[src/sv/bgf_pkg.sv]
// Shared types and constants for the graph bridge finder.
`timescale 1ns / 1ps
package bgf_pkg;

  localparam int unsigned MaxVertices = 64;
  localparam int unsigned MaxEntries  = 256;
  localparam int unsigned VtxW        = $clog2(MaxVertices);
  localparam int unsigned EntW        = $clog2(MaxEntries);
  localparam int unsigned PtrW        = EntW + 1;
  localparam int unsigned TimeW       = VtxW + 1;
  localparam int unsigned DegW        = EntW + 1;
  localparam int unsigned TotW        = 6;
  localparam int unsigned CountW      = 7;

  localparam logic [PtrW-1:0] NoEntry  = PtrW'(MaxEntries);
  localparam logic [TotW-1:0] TotalCap = TotW'(63);

  localparam logic OpLoad      = 1'b0;
  localparam logic OpRun       = 1'b1;
  localparam logic KindBridge  = 1'b0;
  localparam logic KindTotals  = 1'b1;

  // One depth-first frame: vertex, its parent and the next list entry to scan.
  typedef struct packed {
    logic [VtxW-1:0] node;
    logic [VtxW-1:0] parent;
    logic            has_parent;
    logic [PtrW-1:0] cursor;
  } frame_t;

  typedef enum logic [13:0] {
    StIdle   = 14'b00000000000001,
    StLoad1  = 14'b00000000000010,
    StLoad2  = 14'b00000000000100,
    StRoot   = 14'b00000000001000,
    StVisit  = 14'b00000000010000,
    StStep   = 14'b00000000100000,
    StEdge   = 14'b00000001000000,
    StBack   = 14'b00000010000000,
    StPop    = 14'b00000100000000,
    StPopRd  = 14'b00001000000000,
    StPopCmp = 14'b00010000000000,
    StPopMin = 14'b00100000000000,
    StEmit   = 14'b01000000000000,
    StTotals = 14'b10000000000000
  } state_e;

endpackage

[src/sv/bgf_cmp.sv]
// Shared time and index comparator: less-than flag and minimum.
`timescale 1ns / 1ps
module bgf_cmp (
  input  logic [bgf_pkg::TimeW-1:0] a_i,
  input  logic [bgf_pkg::TimeW-1:0] b_i,
  output logic                      lt_o,
  output logic [bgf_pkg::TimeW-1:0] min_o
);

  assign lt_o  = (a_i < b_i);
  assign min_o = lt_o ? a_i : b_i;

endmodule

[config.mk]
export PLATFORM = sky130hd
export DESIGN_NAME = bgf_cmp
export DESIGN_NICKNAME = d
export VERILOG_FILES = /design/src/sv/bgf_pkg.sv /design/src/sv/bgf_cmp.sv
export SDC_FILE = /design/constraint.sdc
export NUM_CORES = 1
export LEC_CHECK = 0
export BUFFER_PORTS_ARGS = -buffer_cell sky130_fd_sc_hd__buf_2
export CAP_MARGIN = 20
export CORE_AREA = 8 8 45 47
export DETAILED_ROUTE_END_ITERATION = 6
export DIE_AREA = 0 0 53 55
export PLACE_DENSITY_LB_ADDON = 0.08
export SLEW_MARGIN = 30
export SYNTH_ARGS = -nofsm -noshare
export SYNTH_HDL_FRONTEND = slang
export SYNTH_SLANG_ARGS = --single-unit
[constraint.sdc]
create_clock -name vclk -period 2.6
set_input_delay 0.52 -clock vclk [all_inputs]
set_output_delay 0.52 -clock vclk [all_outputs]
set_load 0.02 [all_outputs]
# == Yosys cells after proc, flatten, opt, wreduce, memory -nomap -nowiden ==
# Cells that the tools add are included.
# word_totals
input_bits,14
out_inout_bits,8
ff_bits,0
wordCells,2
# op_classes
muxes,1
order_cmp,1
# op_table
operator,count
less-than comparator 7 bit,1
2-to-1 mux 7 bit,1

# == Longest topological paths before layout ==
# logic_depth
depth_word,2
mapped_depth,6
depth_no_buf,6

# == Least setup slack after synthesis ==
# No wires, ideal clock.
# synth_timing
path_type,input-to-output
from,input b_i[6] (netlist bit)
to,output min_o[0] (netlist bit)
required_ns,2.080
path_slack_ns,0.261
path_buffers,0
path_stages,6
t_arrival_ns,1.819
path_cell_list,inv_1 ha_1 a21oi_1 o21ai_0 a21oi_4 mux2_2
# synth_between
elab_chain_len,2
# synth_lines
element,line,text
start: declaration,bgf_cmp.sv:5,"input logic [bgf_pkg::TimeW-1:0] b_i,"
less-than comparator 7 bit,bgf_cmp.sv:10,assign lt_o = (a_i < b_i);
net lt_o,bgf_cmp.sv:6,"output logic lt_o,"
2-to-1 mux 7 bit,bgf_cmp.sv:11,assign min_o = lt_o ? a_i : b_i;
end: declaration,bgf_cmp.sv:7,output logic [bgf_pkg::TimeW-1:0] min_o
# The timed path passes the listed nets, and every way through them passes these cells.

# == Worst setup path in the final report ==
# layout_timing
from,input a_i[2] (netlist bit)
to,output min_o[5] (netlist bit)
# layout_between
elab_chain_len,2
# layout_lines
element,line,text
start: declaration,bgf_cmp.sv:4,"input logic [bgf_pkg::TimeW-1:0] a_i,"
less-than comparator 7 bit,bgf_cmp.sv:10,
2-to-1 mux 7 bit,bgf_cmp.sv:11,
# Every way passes these cells.

==> results.py <==
metrics = {
    "synthesis": {
        "netlist_instances": 30,
        "yosysSeqAreaShare_pct": 0,
        "synth_fp_nets": 50,
        "synth.area.mux_share_pct": 32.1,
        "synth_most_common_cell": "mux2_2",
        "syn_area_um2": 245,
        "synth_fa_ha_area_share_pct": 30.6,
        "synthSimpleGateAreaFrac_pct": 9.69,
        "yosys.area_share.xor_xnor_pct": 0,
        "synth-compound-area-share_pct": 18.4,
        "synth_common_cells": "mux2_2, ha_1, inv_1",
        "yosys.area.top_type": "mux2_2",
        "yosys_warnings": 0,
        "synth_top_family_by_area": "multiplexers",
        "synth_area_leaders": "mux2_2, ha_1, inv_1, a21oi_4, a21oi_1",
        "synth_top_area_share_pct": 32.1,
        "syn_area_per_cell_um2": 8.17,
        "ys_types": 10,
    },
    "global_routing": {
        "antenna_found_initial": 0,
        "grt_pass1_vias": 295,
        "grt_pass1_wl_um": 1070,
        "grt.total_usage_pct": 4.31,
        "grt_max_degree": 9,
        "grt.overflow.total": 0,
    },
    "worst_setup_path": {
        "worst-path-buf-inv": 2,
        "end_kind": "output port",
        "cp_slowest_cell": "mux2_2",
        "cp_cell_sequence": "buf_2 > ha_1 > a21oi_2 > o21ai_2 > a21oi_4 > mux2_2 > buf_2",
        "critPathKind": "primary input to output port",
        "critPathRequiredTime_ps": 2080,
        "max_stage_delay_ps": 370,
        "arrival_ps": 1990,
        "path_common_cell": "buf_2",
        "startpoint_type": "primary input",
        "worstPathMaxFanout": 8,
        "cp_top_family": "compound AO/OA/AOI/OAI gates",
    },
    "clock_network": {
        "cts_setup_buffers": 0,
    },
    "floorplan": {
        "die_y_um": 55,
        "rows": 14,
        "core-area_um2": 1380,
        "start_util_pct": 17.7,
        "die-area_um2": 2920,
        "die_x_um": 53,
        "io_pins": 22,
    },
    "timing": {
        "fmax_ghz": 0.399,
        "rsz0062_at_grt": "yes",
        "slew_violations": 0,
        "fin_ws_ps": 94.0,
        "post-route-min-period_ps": 2510,
        "worstMarginPinSlew_ps": 282,
        "setup_viol": 0,
        "relSlewSlack_pct": 81.1,
        "hold_violations": 0,
        "post-route-period-util_pct": 96.4,
    },
    "layout": {
        "final_net_count": 74,
        "drive_above_1_share_pct": 67.3,
        "multi_input_area_um2": 234,
        "diodes": 0,
        "clockBufferCount": 0,
        "syn2layout_area_growth_pct": 57.7,
        "seq_cell_count": 0,
        "layout.cells.non_filler": 68,
        "fill_cells": 177,
        "regArea_um2": 0,
    },
    "routing": {
        "antenna_left": 0,
        "vias_per_cell": 4.07,
        "wl_per_cell_um": 9.97,
        "num_vias": 277,
        "drc": 0,
        "drt-initial-drc-count": 0,
        "wirelength_um": 678,
        "drtPass1Iterations": 1,
    },
    "place": {
        "portBuffers": 22,
        "dp.cells": 68,
        "place_ws_ps": 46.6,
        "gp_congestion": 0.628,
        "hpwl_um": 644,
    },
    "hold_path": {
        "holdCritStartpoint": "a_i[0]",
        "min_path_type": "primary input to output port",
        "holdPathStages": 3,
        "hold_path_end": "min_o[0]",
    },
    "run": {
        "cap_violations": 0,
    },
    "power_and_ir_drop": {
        "irDropWorstVdd_mv": 0.0761,
        "p_leak_nw": 0.218,
        "power_per_cell_area_nw_per_um2": 247,
    },
    "run_status": {
        "status": "completed",
    },
}
layer usage:
metal  up-vias  GRT usage, %  wire length, µm
met1       113          5.13              301
met5         -             0                0
li1        150             -                -
met3         0          1.07               83
met2        14          8.01              294
met4         0             0                0
stage by stage:
stage / total power (W) / util (%) / setup TNS, ps / cell area (µm²) / hold slack [ps]
global placement: 0.0000947 / 27.1 / 0 / 375 / 1410
finish: 0.0000956 / 27.9 / 0 / 387 / 1400
detailed placement: 0.0000941 / 27.1 / 0 / 375 / 1400
CTS: 0.0000945 / 27.1 / 0 / 375 / 1410
floorplan: 0.0000618 / - / 0 / 245 / 1230
global route: 0.000108 / 27.9 / -76.5 / 387 / 1420
cells in the final DEF (no fill, tap or decap):
master,instances
o21ai_2,1
and2b_2,1
o21ai_1,1
mux2_2,7
nand2_1,3
inv_1,6
a21oi_4,1
buf_2,22
nor2_1,1
a21oi_2,3
ha_1,6
worst max-delay path by stage:
stage | startpoint | end | cells past startpoint
2_1_floorplan | b_i[6] | min_o[0] | 6
3_3_place_gp | a_i[6] | min_o[2] | 7
3_5_place_dp | a_i[6] | min_o[5] | 7
4_1_cts | a_i[6] | min_o[5] | 7
5_1_grt | b_i[6] | min_o[6] | 8
6_report | a_i[2] | min_o[5] | 7
where the power goes:
| group | switching [W] | leakage [nW] | total (W) | internal [W] |
|---|---|---|---|---|
| registers | 0 | 0 | 0 | 0 |
| logic | 0.0000521 | 0.218 | 0.0000956 | 0.0000435 |
| clock network | 0 | 0 | 0 | 0 |
cell families (layout without fill, tap and decap cells):
family / Yosys count / after routing
buffers and inverters: 6 / 28
muxes: 7 / 7
AOI/OAI and AO/OA: 6 / 6
adders and majority gates: 6 / 6
and+or+nand+nor: 5 / 5
final cells by class:
cell class         instances  share of cell area, %
inverters                  6                   5.83
multi-input cells         24                   60.5
well taps                 16                   5.18
repair buffers            22                   28.5
repair_timing:
| item | in CTS | in global routing |
|---|---|---|
| hold buffers | 0 | 0 |
| resized for setup | 0 | 4 |
| endpoints found under the hold margin | 0 | 0 |
| endpoints found under the setup margin | 0 | 7 |
Note: power is estimated with default switching activity, not from simulation.
