===== src/sv/bgf_ram.sv =====
// Generic single-write, single-read memory with registered read data.
`timescale 1ns / 1ps
module bgf_ram #(
  parameter int unsigned Width = 8,
  parameter int unsigned Depth = 64
) (
  input  logic                     clk_i,
  input  logic                     we_i,
  input  logic [$clog2(Depth)-1:0] waddr_i,
  input  logic [Width-1:0]         wdata_i,
  input  logic                     re_i,
  input  logic [$clog2(Depth)-1:0] raddr_i,
  output logic [Width-1:0]         rdata_o
);

  logic [Width-1:0] mem_q [Depth];

  always_ff @(posedge clk_i) begin
    if (we_i) begin
      mem_q[waddr_i] <= wdata_i;
    end
  end

  always_ff @(posedge clk_i) begin
    if (re_i) begin
      rdata_o <= mem_q[raddr_i];
    end
  end

endmodule


===== config.mk =====
export PLATFORM = sky130hd
export DESIGN_NAME = bgf_ram
export DESIGN_NICKNAME = d
export VERILOG_FILES = /design/src/sv/bgf_ram.sv
export SDC_FILE = /design/constraint.sdc
export NUM_CORES = 1
export LEC_CHECK = 0
export BUFFER_PORTS_ARGS = -buffer_cell sky130_fd_sc_hd__buf_2
export CAP_MARGIN = 0
export CORE_MARGIN = 2
export CORE_UTILIZATION = 55
export CTS_BUF_LIST = sky130_fd_sc_hd__clkbuf_4 sky130_fd_sc_hd__clkbuf_8 sky130_fd_sc_hd__clkbuf_16
export DETAILED_ROUTE_END_ITERATION = 6
export PLACE_DENSITY = 0.76
export SLEW_MARGIN = 20
export SYNTH_ARGS = -nofsm -noshare
export SYNTH_HDL_FRONTEND = slang
export SYNTH_SLANG_ARGS = --single-unit
export TNS_END_PERCENT = 100

===== constraint.sdc =====
create_clock -name clk_i -period 3.7 [get_ports clk_i]
set_input_delay 0.74 -clock clk_i [delete_from_list [all_inputs] [get_ports clk_i]]
set_output_delay 0.74 -clock clk_i [all_outputs]
set_load 0.05 [all_outputs]

# == After elaboration in Yosys (flattened, before gate mapping) ==
# Memory sizes are Yosys's and may differ from the RTL's. A register that Yosys moved wholly into a read port is not among the register bits.
# Cells that the tools add are included.
# op_classes
muxes,2
# ops
op,n
2-to-1 mux 1 bit,2
# totals
inputBits,23
wordCells,3
reg_bits,0
output_inout_bits,8
mem_bits_rw,512
memories,1
# mem_list
memory,words,word_bits,rd,rd_ports_with_merged_regs,wr,line,text
mem_q,64,8,1,1,1,16,logic [Width-1:0] mem_q [Depth];

# == Logic depth before layout (Yosys ltp) ==
# depth
word_depth,2
mapped_depth,9
mapped_depth_nobuf,5

# == Worst setup path before layout ==
# Ideal clock, no wire load.
# synth_path
kind,input -> register
start,input raddr_i[1]
end,register rdata_o[3] (read register of mem_q) (data pin)
setup_slack_ps,1154
stages,7
required_time_ps,3434
path_buffers,3
setup_time_ps,266
t_arrival_ps,2280
path_cell_list,buf_4 buf_2 buf_2 mux4_2 mux4_2 o21ai_1 o41ai_1
# synth_lines
element,line,text
"start, declared",12,"input logic [$clog2(Depth)-1:0] raddr_i,"
"end, declared",13,output logic [Width-1:0] rdata_o

==> impl_metrics.csv <==
group,metric,value,unit
status,status,"finished clean",
power_and_ir_drop,leakage,7.25,nW
routing,via_per_inst,6.46,
synth,synth_edf_count,520,
die,floorplan.io_pins,31,
setup_path,reg2regPathDepth,5,
clocking,clock_tree.buffer_depth,3,
synth,syn-cell-area,0.0202,mm^2
timing,final_hold_viol_count,0,
synth,synth_async_sr_flop_share,0,%
grt,grt_max_degree,65,
clocking,numCtsBuffers,50,
min_path,min-delay-start,"re_i",
routing,vias,9989,
timing,slew_violations,0,
timing,fmax,390,MHz
timing,rsz0062_at_grt,"false",
clocking,clk_latency,0.56,ns
finish,multi_input_area,0.00432,mm^2
clocking,ctsRootBufferMaster,"clkbuf_16",
clocking,cts_setup_buffers,0,
timing,fin_crit,2.57,ns
die,dieWidth,196,um
setup_path,cp.required,3.98,ns
routing,drt_pass1_iterations,5,
routing,drt_wl_total,43.5,mm
die,coreArea,0.0364,mm^2
finish,area.sequential,0.0156,mm^2
timing,fin_crit_sh,69.4,%
die,die_y,196,um
synth,yosysTopAreaCell,"edfxtp_1",
clocking,htree_num_levels,2,
finish,finalNetCount,1066,
clocking,cts_tree,"built",
run,cap_viol_max_count,0,
routing,first_iter_violations,1164,
place,gp_congestion,0.830,
power_and_ir_drop,power_per_cell_area,525,mW/mm^2
setup_path,critical_path_peak_fanout,33,
routing,routedWlPerCell,28.1,um
grt,grt_pass1_vias,10075,
min_path,whs_path_depth,1,
routing,drcViolationCount,0,
timing,fin_ws,1.13,ns
min_path,hold_path_end,"rdata_o[2]$_DFFE_PP_",
synth,synthCells,940,
finish,drive_gt1_share,29.4,%
place,dpl_worst_slack,0.521,ns
finish,area_growth,12.8,%
power_and_ir_drop,netSwitchingPower,2.46,mW
setup_path,regToRegSetupSlack,1.47,ns
synth,avgSynthCellArea,21.5,um^2
setup_path,worstSetupEndpointType,"register",
synth,synth-seq-area-share,77.1,%
clocking,clkSlewWorstSetupHoldPaths,0.06,ns
setup_path,start_kind,"input port",
grt,antenna_found_initial,0,
clocking,ctsResizeCount,0,
power_and_ir_drop,ir_worst_vdd,0.360,mV
setup_path,crit_path_top_delay_cell,"mux4_2",
setup_path,crit_start,"raddr_i[0]",
synth,synth_cell_types,39,
place,io_buffers,30,
power_and_ir_drop,p_seq_share,54.7,%
timing,setup_tns,0,ns
synth,yosysWarnings,0,
finish,diodes,0,
setup_path,r2r_start,"mem_q[21][4]$_DFFE_PP_",
synth,synth_flop_cell,"edfxtp_1",
grt,grt_pass1_wl,65.3,mm
setup_path,crit_chain,"clkbuf_8 -> mux4_2 -> mux2_2 -> o221a_2 -> nor3_1 -> o32ai_1",
timing,skew,0.0165,ns
power_and_ir_drop,internal_power,9.53,mW
die,rows,70,
timing,setup_violations,0,
setup_path,slowest_delay,0.57,ns
power_and_ir_drop,clockPowerShare,40.1,%
setup_path,worst-path-buf-inv,1,
place,dpl.hpwl,26.4,mm
die,dieArea,0.0384,mm^2
clocking,ctsHoldBuffers,0,
timing,max-slew-margin-rel,28.1,%
grt,grt_remaining_overflow,0,
grt,grt_use_total,23.4,%
setup_path,cp_top_family,"multiplexers",
synth,ys_ff_latch,520,
setup_path,worstReg2RegEnd,"rdata_o[4]$_DFFE_PP_",
timing,worst_pin_slew,1.08,ns
setup_path,crit_type,"in2reg",
power_and_ir_drop,switching_share,20.5,%
synth,synth_top_area_share,77.1,%
clocking,clock-sinks,520,
synth,syn-num-nets,963,
synth,synthTopCellsByArea,"edfxtp_1 (77%), mux4_2 (14%), nor2_1 (1.5%), mux2i_1 (1.1%), mux2_2 (0.72%)",
routing,antenna_left,0,
die,start_util,55.6,%
power_and_ir_drop,combPwrFrac,5.3,%
min_path,hold_path_class,"in2reg",
setup_path,worstPathArrival,2.84,ns
finish,fill_cells,2374,
-- Yosys cell counts (3+ instances only) --
| library cell | n |
|---|---|
| nor2_1 | 83 |
| o221ai_1 | 8 |
| a21oi_1 | 3 |
| buf_4 | 13 |
| buf_2 | 11 |
| a211oi_1 | 4 |
| buf_1 | 4 |
| edfxtp_1 | 520 |
| a22oi_1 | 3 |
| o2bb2ai_1 | 3 |
| a221oi_1 | 6 |
| mux2_2 | 13 |
| mux4_2 | 126 |
| nand2_1 | 19 |
| o22ai_1 | 8 |
| clkbuf_1 | 17 |
| nand3b_1 | 3 |
| nor3_1 | 7 |
| buf_6 | 4 |
| nand3_1 | 13 |
| mux2i_1 | 23 |
| o2111ai_1 | 3 |
| nand2b_1 | 7 |
| nor2b_1 | 14 |
-- layout by cell type (no fill, tap or decap), types with 6 or more instances in the layout --
cell type / count
nor2_1: 83
mux4_2: 126
clkbuf_16: 51
buf_2: 23
edfxtp_1: 520
clkbuf_4: 7
a221oi_1: 6
nand2_1: 19
nand3_1: 13
o22ai_1: 8
clkinv_2: 9
mux2_2: 13
nand2b_1: 7
clkinv_1: 13
nor2b_1: 14
buf_4: 73
o221ai_1: 8
nor3_1: 7
mux2i_1: 23
-- metrics by stage --
step           total power, mW  cells  instance area (um^2)  util, %  hold WS, ns
3_5_place_dp              7.31   1459                 21300     58.4        0.931
6_report                  12.0   1546                 22800     62.7        0.581
3_3_place_gp              7.29   1459                 21300     58.4        0.902
5_1_grt                   12.3   1546                 22800     62.7        0.564
2_1_floorplan             7.04    940                 20200        -        0.797
4_1_cts                   12.1   1546                 22800     62.7        0.565
-- cell type report --
class | instances | share of cell area [%]
clock buffer | 58 | 5.82
clock inverter | 29 | 0.942
multi-input combinational | 369 | 18.9
sequential | 520 | 68.4
tap | 468 | 2.56
timing repair buffer | 102 | 3.40
-- metal layers --
layer  share of wire (%)  vias to the layer above  track usage (%)
li1                    -                     4135                -
met1                  38                     5199             33.6
met2                  49                      559             37.1
met3                 9.7                       96             4.01
met4                 3.3                        0             8.47
met5                   0                        -                0
-- how the worst max path moves through the flow --
stage                      endpoint  slack [ns]  cells past startpoint
6_report       rdata_o[4]$_DFFE_PP_        1.13                      6
5_1_grt        rdata_o[5]$_DFFE_PP_        1.05                      8
4_1_cts        rdata_o[4]$_DFFE_PP_        1.09                      6
3_5_place_dp   rdata_o[4]$_DFFE_PP_        0.52                      6
3_3_place_gp   rdata_o[4]$_DFFE_PP_        0.53                      6
2_1_floorplan  rdata_o[3]$_DFFE_PP_        1.15                      7
-- worst register-to-register path, stage by stage (launching register included) --
cell      delay, ns
edfxtp_1       0.37
mux4_2         0.46
mux2_2         0.29
o221a_2        0.28
nor3_1         0.37
o32ai_1        0.16
-- cells by family (layout without fill, tap and decap cells) --
logic type / after synthesis / after routing / synth area share [%]
flip-flops: 520 / 520 / 77.1
AND/OR/NAND/NOR: 153 / 153 / 3.37
AO/OA/AOI/OAI: 54 / 54 / 2.06
buffers and inverters: 51 / 189 / 1.56
multiplexers: 162 / 162 / 15.9
-- state kept, by name (all words and copies together), names as in the netlist --
name     cells
mem_q      512
rdata_o      8
-- power by group through the flow --
stage	Sequential, mW	Clock, mW	Combinational (mW)
final	6.55	4.81	0.630
after global routing	6.55	5.08	0.669
after CTS	6.55	4.87	0.633
after detailed placement	6.68	0	0.628
after global placement	6.68	0	0.613
after floorplan	6.70	0	0.348
(Power assumes the default switching activity.)
